===== config.mk =====
export PLATFORM = sky130hd
export DESIGN_NAME = spi_register_burst_master
export DESIGN_NICKNAME = d
export VERILOG_FILES = /design/src/rtl/srbm_pkg.sv /design/src/rtl/spi_register_burst_master.sv /design/src/rtl/srbm_step.sv
export SDC_FILE = /design/constraint.sdc
export NUM_CORES = 1
export LEC_CHECK = 0
export ABC_AREA = 1
export BUFFER_PORTS_ARGS = -buffer_cell sky130_fd_sc_hd__buf_2
export CAP_MARGIN = 40
export CORE_MARGIN = 2
export CORE_UTILIZATION = 30
export CTS_CLUSTER_SIZE = 16
export DETAILED_ROUTE_END_ITERATION = 10
export PLACE_DENSITY = 0.5
export REMOVE_ABC_BUFFERS = 1
export SYNTH_ARGS = -nofsm -noshare
export SYNTH_HDL_FRONTEND = slang
export SYNTH_HIERARCHICAL = 1
export SYNTH_SLANG_ARGS = --single-unit

===== constraint.sdc =====
create_clock -name clk_i -period 2.85 [get_ports clk_i]
set_input_delay 0.285 -clock clk_i [delete_from_list [all_inputs] [get_ports clk_i]]
set_output_delay 0.285 -clock clk_i [all_outputs]
set_load 0.05 [all_outputs]

===== src/rtl/srbm_pkg.sv =====
`timescale 1ns / 1ps
// ----------------------------------------------------------------------------
// srbm_pkg
// Shared types and constants for the SPI register burst master.
// ----------------------------------------------------------------------------
package srbm_pkg;

  // Sequencer phase codes
  localparam logic [1:0] PH_IDLE  = 2'd0;
  localparam logic [1:0] PH_SETUP = 2'd1;
  localparam logic [1:0] PH_HIGH  = 2'd2;
  localparam logic [1:0] PH_LOW   = 2'd3;

  // Address byte direction flag and address mask
  localparam logic [7:0] WRITE_FLAG = 8'h80;
  localparam logic [7:0] ADDR_MASK  = 8'h7F;

  // Reset value of the half period register
  localparam logic [7:0] HALF_PERIOD_RST = 8'd5;

  // Sequencer state except the byte counter, whose width is a parameter
  typedef struct packed {
    logic [1:0] phase;
    logic [7:0] shift_reg;
    logic [2:0] bit_index;
    logic [7:0] tick_count;
    logic       is_write_frame;
    logic       in_address_byte;
    logic       mosi_level;
  } seq_state_t;

  // One request as seen by the step logic
  typedef struct packed {
    logic       start_req;
    logic       mode;
    logic [6:0] reg_addr;
    logic [7:0] byte_count;
    logic [7:0] write_byte;
    logic       miso;
  } req_t;

  // One result
  typedef struct packed {
    logic       cs_n;
    logic       sclk;
    logic       mosi;
    logic       busy_res;
    logic       byte_taken;
    logic [7:0] read_byte;
    logic       read_valid;
    logic       last;
    logic       frame_done;
  } res_t;

endpackage


===== src/rtl/spi_register_burst_master.sv =====
`timescale 1ns / 1ps
// ----------------------------------------------------------------------------
// spi_register_burst_master
// Mode-0 SPI master for register bursts, stepped one tick per request.
// ----------------------------------------------------------------------------
//  channel | signals                                   | direction
//  --------+-------------------------------------------+----------
//  in      | in_valid_i / in_ready_o, tick fields      | sink
//  out     | out_valid_o / out_ready_i, pin fields     | source
//  cfg     | cfg_we_i, cfg_wdata_i (half period ticks) | sink
//
//  Each request sits in the input register while the step logic works on
//  it, then its result is registered in the result register; with the output
//  side ready, one request is taken every cycle. A stalled output register
//  holds the input register, which then drops in_ready_o. Reset empties both
//  registers, idles the sequencer and sets the half period to 5.
// ----------------------------------------------------------------------------
module spi_register_burst_master import srbm_pkg::*; #(
  parameter int COUNT_BITS = 8
) (
  input  logic       clk_i,
  input  logic       rst_ni,
  input  logic       cfg_we_i,
  input  logic [7:0] cfg_wdata_i,
  input  logic       in_valid_i,
  output logic       in_ready_o,
  input  logic       start_req_i,
  input  logic       mode_i,
  input  logic [6:0] reg_addr_i,
  input  logic [7:0] byte_count_i,
  input  logic [7:0] write_byte_i,
  input  logic       miso_i,
  output logic       out_valid_o,
  input  logic       out_ready_i,
  output logic       cs_n_o,
  output logic       sclk_o,
  output logic       mosi_o,
  output logic       busy_res_o,
  output logic       byte_taken_o,
  output logic [7:0] read_byte_o,
  output logic       read_valid_o,
  output logic       last_o,
  output logic       frame_done_o
);

  logic [7:0]            half_period_q;
  logic                  in_valid_q;
  req_t                  req_q;
  seq_state_t            state_q, state_d;
  logic [COUNT_BITS-1:0] bytes_left_q, bytes_left_d;
  logic                  out_valid_q;
  res_t                  res_q, res_d;
  logic                  advance;

  // Pipeline control
  assign advance    = in_valid_q && (!out_valid_q || out_ready_i);
  assign in_ready_o = !in_valid_q || advance;

  // Configuration register
  always_ff @(posedge clk_i or negedge rst_ni) begin
    if (!rst_ni) begin
      half_period_q <= HALF_PERIOD_RST;
    end else if (cfg_we_i) begin
      half_period_q <= cfg_wdata_i;
    end
  end

  // Input register
  always_ff @(posedge clk_i or negedge rst_ni) begin
    if (!rst_ni) begin
      in_valid_q <= 1'b0;
    end else if (in_ready_o) begin
      in_valid_q <= in_valid_i;
    end
  end

  always_ff @(posedge clk_i) begin
    if (in_ready_o && in_valid_i) begin
      req_q.start_req  <= start_req_i;
      req_q.mode       <= mode_i;
      req_q.reg_addr   <= reg_addr_i;
      req_q.byte_count <= byte_count_i;
      req_q.write_byte <= write_byte_i;
      req_q.miso       <= miso_i;
    end
  end

  // Step logic
  srbm_step #(
    .COUNT_BITS (COUNT_BITS)
  ) u_step (
    .state_i       (state_q),
    .bytes_left_i  (bytes_left_q),
    .half_period_i (half_period_q),
    .req_i         (req_q),
    .state_o       (state_d),
    .bytes_left_o  (bytes_left_d),
    .res_o         (res_d)
  );

  // Sequencer state
  always_ff @(posedge clk_i or negedge rst_ni) begin
    if (!rst_ni) begin
      state_q      <= '0;
      bytes_left_q <= '0;
    end else if (advance) begin
      state_q      <= state_d;
      bytes_left_q <= bytes_left_d;
    end
  end

  // Result register
  always_ff @(posedge clk_i or negedge rst_ni) begin
    if (!rst_ni) begin
      out_valid_q <= 1'b0;
    end else if (advance) begin
      out_valid_q <= 1'b1;
    end else if (out_ready_i) begin
      out_valid_q <= 1'b0;
    end
  end

  always_ff @(posedge clk_i) begin
    if (advance) begin
      res_q <= res_d;
    end
  end

  assign out_valid_o  = out_valid_q;
  assign cs_n_o       = res_q.cs_n;
  assign sclk_o       = res_q.sclk;
  assign mosi_o       = res_q.mosi;
  assign busy_res_o   = res_q.busy_res;
  assign byte_taken_o = res_q.byte_taken;
  assign read_byte_o  = res_q.read_byte;
  assign read_valid_o = res_q.read_valid;
  assign last_o       = res_q.last;
  assign frame_done_o = res_q.frame_done;

  // Checks
  a_no_take_and_read: assert property (@(posedge clk_i) disable iff (!rst_ni)
    out_valid_q |-> !(res_q.byte_taken && res_q.read_valid))
    else $error("byte taken and read byte completed on the same tick");

  a_last_needs_byte: assert property (@(posedge clk_i) disable iff (!rst_ni)
    (out_valid_q && res_q.last) |-> (res_q.byte_taken || res_q.read_valid))
    else $error("last flagged without a data byte");

  a_done_idles: assert property (@(posedge clk_i) disable iff (!rst_ni)
    (out_valid_q && res_q.frame_done) |-> (res_q.cs_n && !res_q.sclk))
    else $error("frame done while chip select still low");

  a_state_holds: assert property (@(posedge clk_i) disable iff (!rst_ni)
    !advance |=> $stable(state_q))
    else $error("sequencer state moved without a request");

endmodule


===== src/rtl/srbm_step.sv =====
`timescale 1ns / 1ps
// ----------------------------------------------------------------------------
// srbm_step
// One tick of the SPI sequencer: next state and the pin result, combinational.
// ----------------------------------------------------------------------------
module srbm_step import srbm_pkg::*; #(
  parameter int COUNT_BITS = 8
) (
  input  seq_state_t            state_i,
  input  logic [COUNT_BITS-1:0] bytes_left_i,
  input  logic [7:0]            half_period_i,
  input  req_t                  req_i,
  output seq_state_t            state_o,
  output logic [COUNT_BITS-1:0] bytes_left_o,
  output res_t                  res_o
);

  logic [2:0]            mosi_idx;
  logic [2:0]            bit_inc;
  logic [7:0]            shifted;
  logic                  level_end;
  logic [7:0]            tick_inc;
  logic [7:0]            addr_byte;
  logic                  taken;
  logic                  rvalid;
  logic [7:0]            rbyte;
  logic                  lastf;
  logic                  done;
  seq_state_t            nxt;
  logic [COUNT_BITS-1:0] bl_nxt;

  assign mosi_idx  = 3'd6 - state_i.bit_index;
  assign bit_inc   = state_i.bit_index + 3'd1;
  assign shifted   = {state_i.shift_reg[6:0], req_i.miso};
  assign level_end = !(state_i.tick_count < half_period_i);
  assign tick_inc  = state_i.tick_count + 8'd1;
  assign addr_byte = req_i.mode ? ({1'b0, req_i.reg_addr} | WRITE_FLAG)
                                : ({1'b0, req_i.reg_addr} & ADDR_MASK);

  // Sequencer transition
  always_comb begin
    nxt    = state_i;
    bl_nxt = bytes_left_i;
    taken  = 1'b0;
    rvalid = 1'b0;
    rbyte  = 8'd0;
    lastf  = 1'b0;
    done   = 1'b0;
    unique case (state_i.phase)
      PH_IDLE: begin
        if (req_i.start_req) begin
          nxt.is_write_frame  = req_i.mode;
          nxt.shift_reg       = addr_byte;
          nxt.mosi_level      = addr_byte[7];
          nxt.bit_index       = 3'd0;
          nxt.in_address_byte = 1'b1;
          bl_nxt              = COUNT_BITS'(req_i.byte_count);
          nxt.tick_count      = 8'd0;
          nxt.phase           = PH_SETUP;
        end
      end
      PH_SETUP: begin
        nxt.phase      = PH_HIGH;
        nxt.tick_count = 8'd1;
      end
      PH_HIGH: begin
        if (!level_end) begin
          nxt.tick_count = tick_inc;
        end else begin
          // falling edge: next MOSI bit, or take the next write byte
          nxt.phase      = PH_LOW;
          nxt.tick_count = 8'd1;
          if (state_i.bit_index != 3'd7) begin
            if (state_i.in_address_byte || state_i.is_write_frame) begin
              nxt.mosi_level = state_i.shift_reg[mosi_idx];
            end
          end else if ((bytes_left_i != '0) && state_i.is_write_frame) begin
            nxt.shift_reg  = req_i.write_byte;
            nxt.mosi_level = req_i.write_byte[7];
            taken          = 1'b1;
            lastf          = (bytes_left_i == COUNT_BITS'(1));
          end
        end
      end
      PH_LOW: begin
        priority if (!level_end) begin
          nxt.tick_count = tick_inc;
        end else if (state_i.bit_index != 3'd7) begin
          // rising edge inside a byte; sample MISO on read data bytes
          nxt.bit_index = bit_inc;
          if (!state_i.in_address_byte && !state_i.is_write_frame) begin
            nxt.shift_reg = shifted;
            if (bit_inc == 3'd7) begin
              rvalid = 1'b1;
              rbyte  = shifted;
              lastf  = (bytes_left_i == '0);
            end
          end
          nxt.phase      = PH_HIGH;
          nxt.tick_count = 8'd1;
        end else if (bytes_left_i == '0) begin
          // end of frame
          nxt.phase           = PH_IDLE;
          nxt.tick_count      = 8'd0;
          nxt.bit_index       = 3'd0;
          nxt.in_address_byte = 1'b0;
          done                = 1'b1;
        end else begin
          // next data byte
          bl_nxt              = bytes_left_i - COUNT_BITS'(1);
          nxt.bit_index       = 3'd0;
          nxt.in_address_byte = 1'b0;
          if (!state_i.is_write_frame) begin
            nxt.shift_reg = {7'd0, req_i.miso};
          end
          nxt.phase      = PH_HIGH;
          nxt.tick_count = 8'd1;
        end
      end
      default: begin
        nxt = state_i;
      end
    endcase
  end

  // Pin result from the state after the tick
  always_comb begin
    res_o.cs_n       = (nxt.phase == PH_IDLE);
    res_o.sclk       = (nxt.phase == PH_HIGH);
    res_o.mosi       = nxt.mosi_level;
    res_o.busy_res   = (nxt.phase != PH_IDLE);
    res_o.byte_taken = taken;
    res_o.read_byte  = rbyte;
    res_o.read_valid = rvalid;
    res_o.last       = lastf;
    res_o.frame_done = done;
  end

  assign state_o      = nxt;
  assign bytes_left_o = bl_nxt;

endmodule


==> results.json <==
{
  "status": "completed",
  "ctsResizeCount": 0,
  "critPathRequiredTime_ps": 3130,
  "routed_wl_mm": 14.71,
  "cts_tree": "done",
  "dp_hpwl_mm": 9.648,
  "dpl_cell_area_um2": 5909,
  "setup_viol": 0,
  "grt_pass1_vias": 4544,
  "nets": 820,
  "diodes": 0,
  "ys_warn_count": 6,
  "rsz0062_at_grt": "no",
  "max-cap-violations": 0,
  "initialDrtViolationCount": 380,
  "portBuffers": 56,
  "synth_edf_count": 42,
  "yosysSeqAreaShare_pct": 42.25,
  "drtPass1Iterations": 5,
  "p_int_mw": 3.054,
  "globalplace.congestion": 0.8139,
  "slew_violations": 0,
  "pwr-share-seq_pct": 33.6,
  "peakVddDrop_v": 0.0003449,
  "postCtsHoldBufs": 0,
  "antenna_found_initial": 0,
  "switchingPower_mw": 2.409,
  "grt_max_degree": 35,
  "clock_sinks": 84,
  "cts_max_level": 3,
  "critical_path_class": "reg -> reg",
  "ios": 57,
  "worstMarginPinSlew_ps": 789.0,
  "fin_crit_sh_pct": 85.98,
  "cp_max_fo": 16,
  "syn2layout_area_growth_pct": 13.40,
  "fillers": 1899,
  "drive_above_1_share_pct": 14.84,
  "die_h_um": 139.1,
  "p_leak_nw": 2.893,
  "comb_power_share_pct": 44.2,
  "post-route-min-period_ps": 2450,
  "mostFrequentLayoutCells": "nand2_1 (221), nand3_1 (76), nor2_1 (68), inv_1 (65), buf_2 (56)",
  "grt_util_all_layers_pct": 15.52,
  "die_w_um": 139.1,
  "grt_overflow": 0,
  "endpoint_kind": "register",
  "hp-class": "in -> async",
  "grt_pass1_wl_mm": 24.15,
  "hold_violations": 0,
  "route.detailed.drc": 0,
  "cts.clk_slew.worst_paths_ps": 60,
  "yosysUniqueCellTypes": 40,
  "die-area_um2": 19360,
  "final_common_cell": "nand2_1",
  "start_util_pct": 30.50,
  "numCtsBuffers": 9,
  "syn-cell-area_um2": 5479,
  "clk_latency_ps": 350,
  "power_frac_clock_pct": 22.2,
  "rows": 49,
  "post-cts-setup-buffer-count": 0,
  "fmax_ghz": 0.4081,
  "setup_tns_ps": 0,
  "avgSynthCellArea_um2": 7.631,
  "fin_skew_ps": 9.117,
  "cts_root_buf": "clkbuf_16",
  "maxSlewHeadroom_pct": 47.40,
  "sw_frac_of_total_pct": 44.09,
  "num_vias": 4816,
  "cts_max_path_buffers": 2,
  "synth_cells": 718,
  "final_area_um2": 6213,
  "core_um2": 17960,
  "drt-wirelength-per-cell_um": 14.75,
  "power_density_nw_per_um2": 879.3,
  "ant_nets": 0,
  "arrival_ps": 2730,
  "viasPerCell": 4.830,
  "yosys_most_used_dff": "edfxtp_1",
  "synth-seq-cells": 84,
  "crit_path_start_kind": "register",
  "ys_async_sr_fraction_pct": 50.00
}
## cells in the mapped netlist (3+ instances only)
library cell  count  area [µm²]
clkbuf_1          7       26.28
o21ai_1           3       15.01
clkinv_1          3       11.26
a21oi_1          27       135.1
ha_1             18       225.2
nand4_1           5       31.28
nand2_2          13       81.33
a221oi_1         15       131.4
nand2_1         221       829.6
inv_1            65       244.0
nand2_4           3       33.78
o21ai_0          47       235.2
xor2_1            7       61.31
nor2_2            3       18.77
buf_2            10       50.05
buf_6             8       90.09
nand3_1          76       380.4
edfxtp_1         42        1261
nor2_1           68       255.2
dfrtp_1          40        1001
buf_4            10       75.07
o22ai_1           3       18.77
## metal layers
metal / track usage [%] / vias to the layer above / wire, µm
li1: - / 2445 / -
met1: 22.48 / 2195 / 7269
met2: 22.95 / 154 / 6294
met3: 3.177 / 22 / 850
met4: 5.476 / 0 / 291
met5: 0 / - / 0
## power groups by stage
stage	combinational [mW]	sequential [mW]	clock (mW)
after global routing	2.76	1.88	1.30
final	2.41	1.83	1.22
after floorplan	1.62	1.91	0
after CTS	2.40	1.83	1.25
after detailed placement	2.39	1.85	0
after global placement	2.40	1.87	0
## worst paths after layout
check	start	cells after the start	endpoint	slack, ps
worst max-delay path	half_period_q[2]$_DFFE_PN1P_	15	bytes_left_q[0]$_DFFE_PN0P_	400
worst min-delay path	rst_ni	1	half_period_q[6]$_DFFE_PN0P_	9
worst max register to register	half_period_q[2]$_DFFE_PN1P_	15	bytes_left_q[0]$_DFFE_PN0P_	400
worst min register to register	half_period_q[2]$_DFFE_PN1P_	2	half_period_q[2]$_DFFE_PN1P_	470
max in group asynchronous	rst_ni	2	state_q[11]$_DFFE_PN0P_	2210
min in group clk_i	byte_count_i[1]	1	req_q[10]$_DFFE_PP_	110
## final cells by class
type	count	area [µm²]	share of cell area (%)
Inverter	69	259.0	4.168
Clock buffer	12	256.5	4.128
Clock inverter	4	47.55	0.7652
Multi-Input combinational cell	526	2616	42.11
Tap cell	229	286.5	4.611
Sequential cell	84	2315	37.25
Timing Repair Buffer	73	432.9	6.967
## cells by family after synthesis
family                     after synthesis  synth area share, %
buffers and inverters                  108                10.00
xor gates and xnor gates                 8                1.279
DFF                                     84                42.25
and+or+nand+nor                        398                31.65
adders and majority gates               18                4.111
AOI/OAI and AO/OA                      102                10.71
## sequential cells by signal, indices dropped and copies added (netlist names)
register / flops
in_valid_q: 1
byte_taken_o: 1
cs_n_o: 1
last_o: 1
sclk_o: 1
frame_done_o: 1
read_byte_o: 8
bytes_left_q: 8
half_period_q: 8
mosi_o: 1
state_q: 24
req_q: 26
busy_res_o: 1
read_valid_o: 1
out_valid_o: 1
## critical path: stages (launching register included)
cell,delay (ps)
dfstp_2,530
inv_1,40
ha_1,250
nand2_1,40
inv_1,40
nand2_1,50
nand2_1,60
nand2_2,150
nand2_2,320
inv_1,180
buf_4,200
nand2_1,60
nand3_1,80
a21oi_1,190
nand3_1,100
nand2_1,90
## metrics by stage
stage / total power, mW / setup WS [ps] / hold slack [ps] / cells / util, %
floorplan: 3.536 / 302.8 / -10.59 / 679 / -
global route: 5.943 / 191.3 / 79.23 / 997 / 34.59
global placement: 4.268 / 484.0 / 427.6 / 981 / 32.90
detailed placement: 4.243 / 451.4 / 419.7 / 981 / 32.90
CTS: 5.484 / 416.2 / 43.92 / 997 / 34.59
finish: 5.463 / 399.7 / 9.061 / 997 / 34.59
No activity file was read; power rests on OpenSTA's default activity.
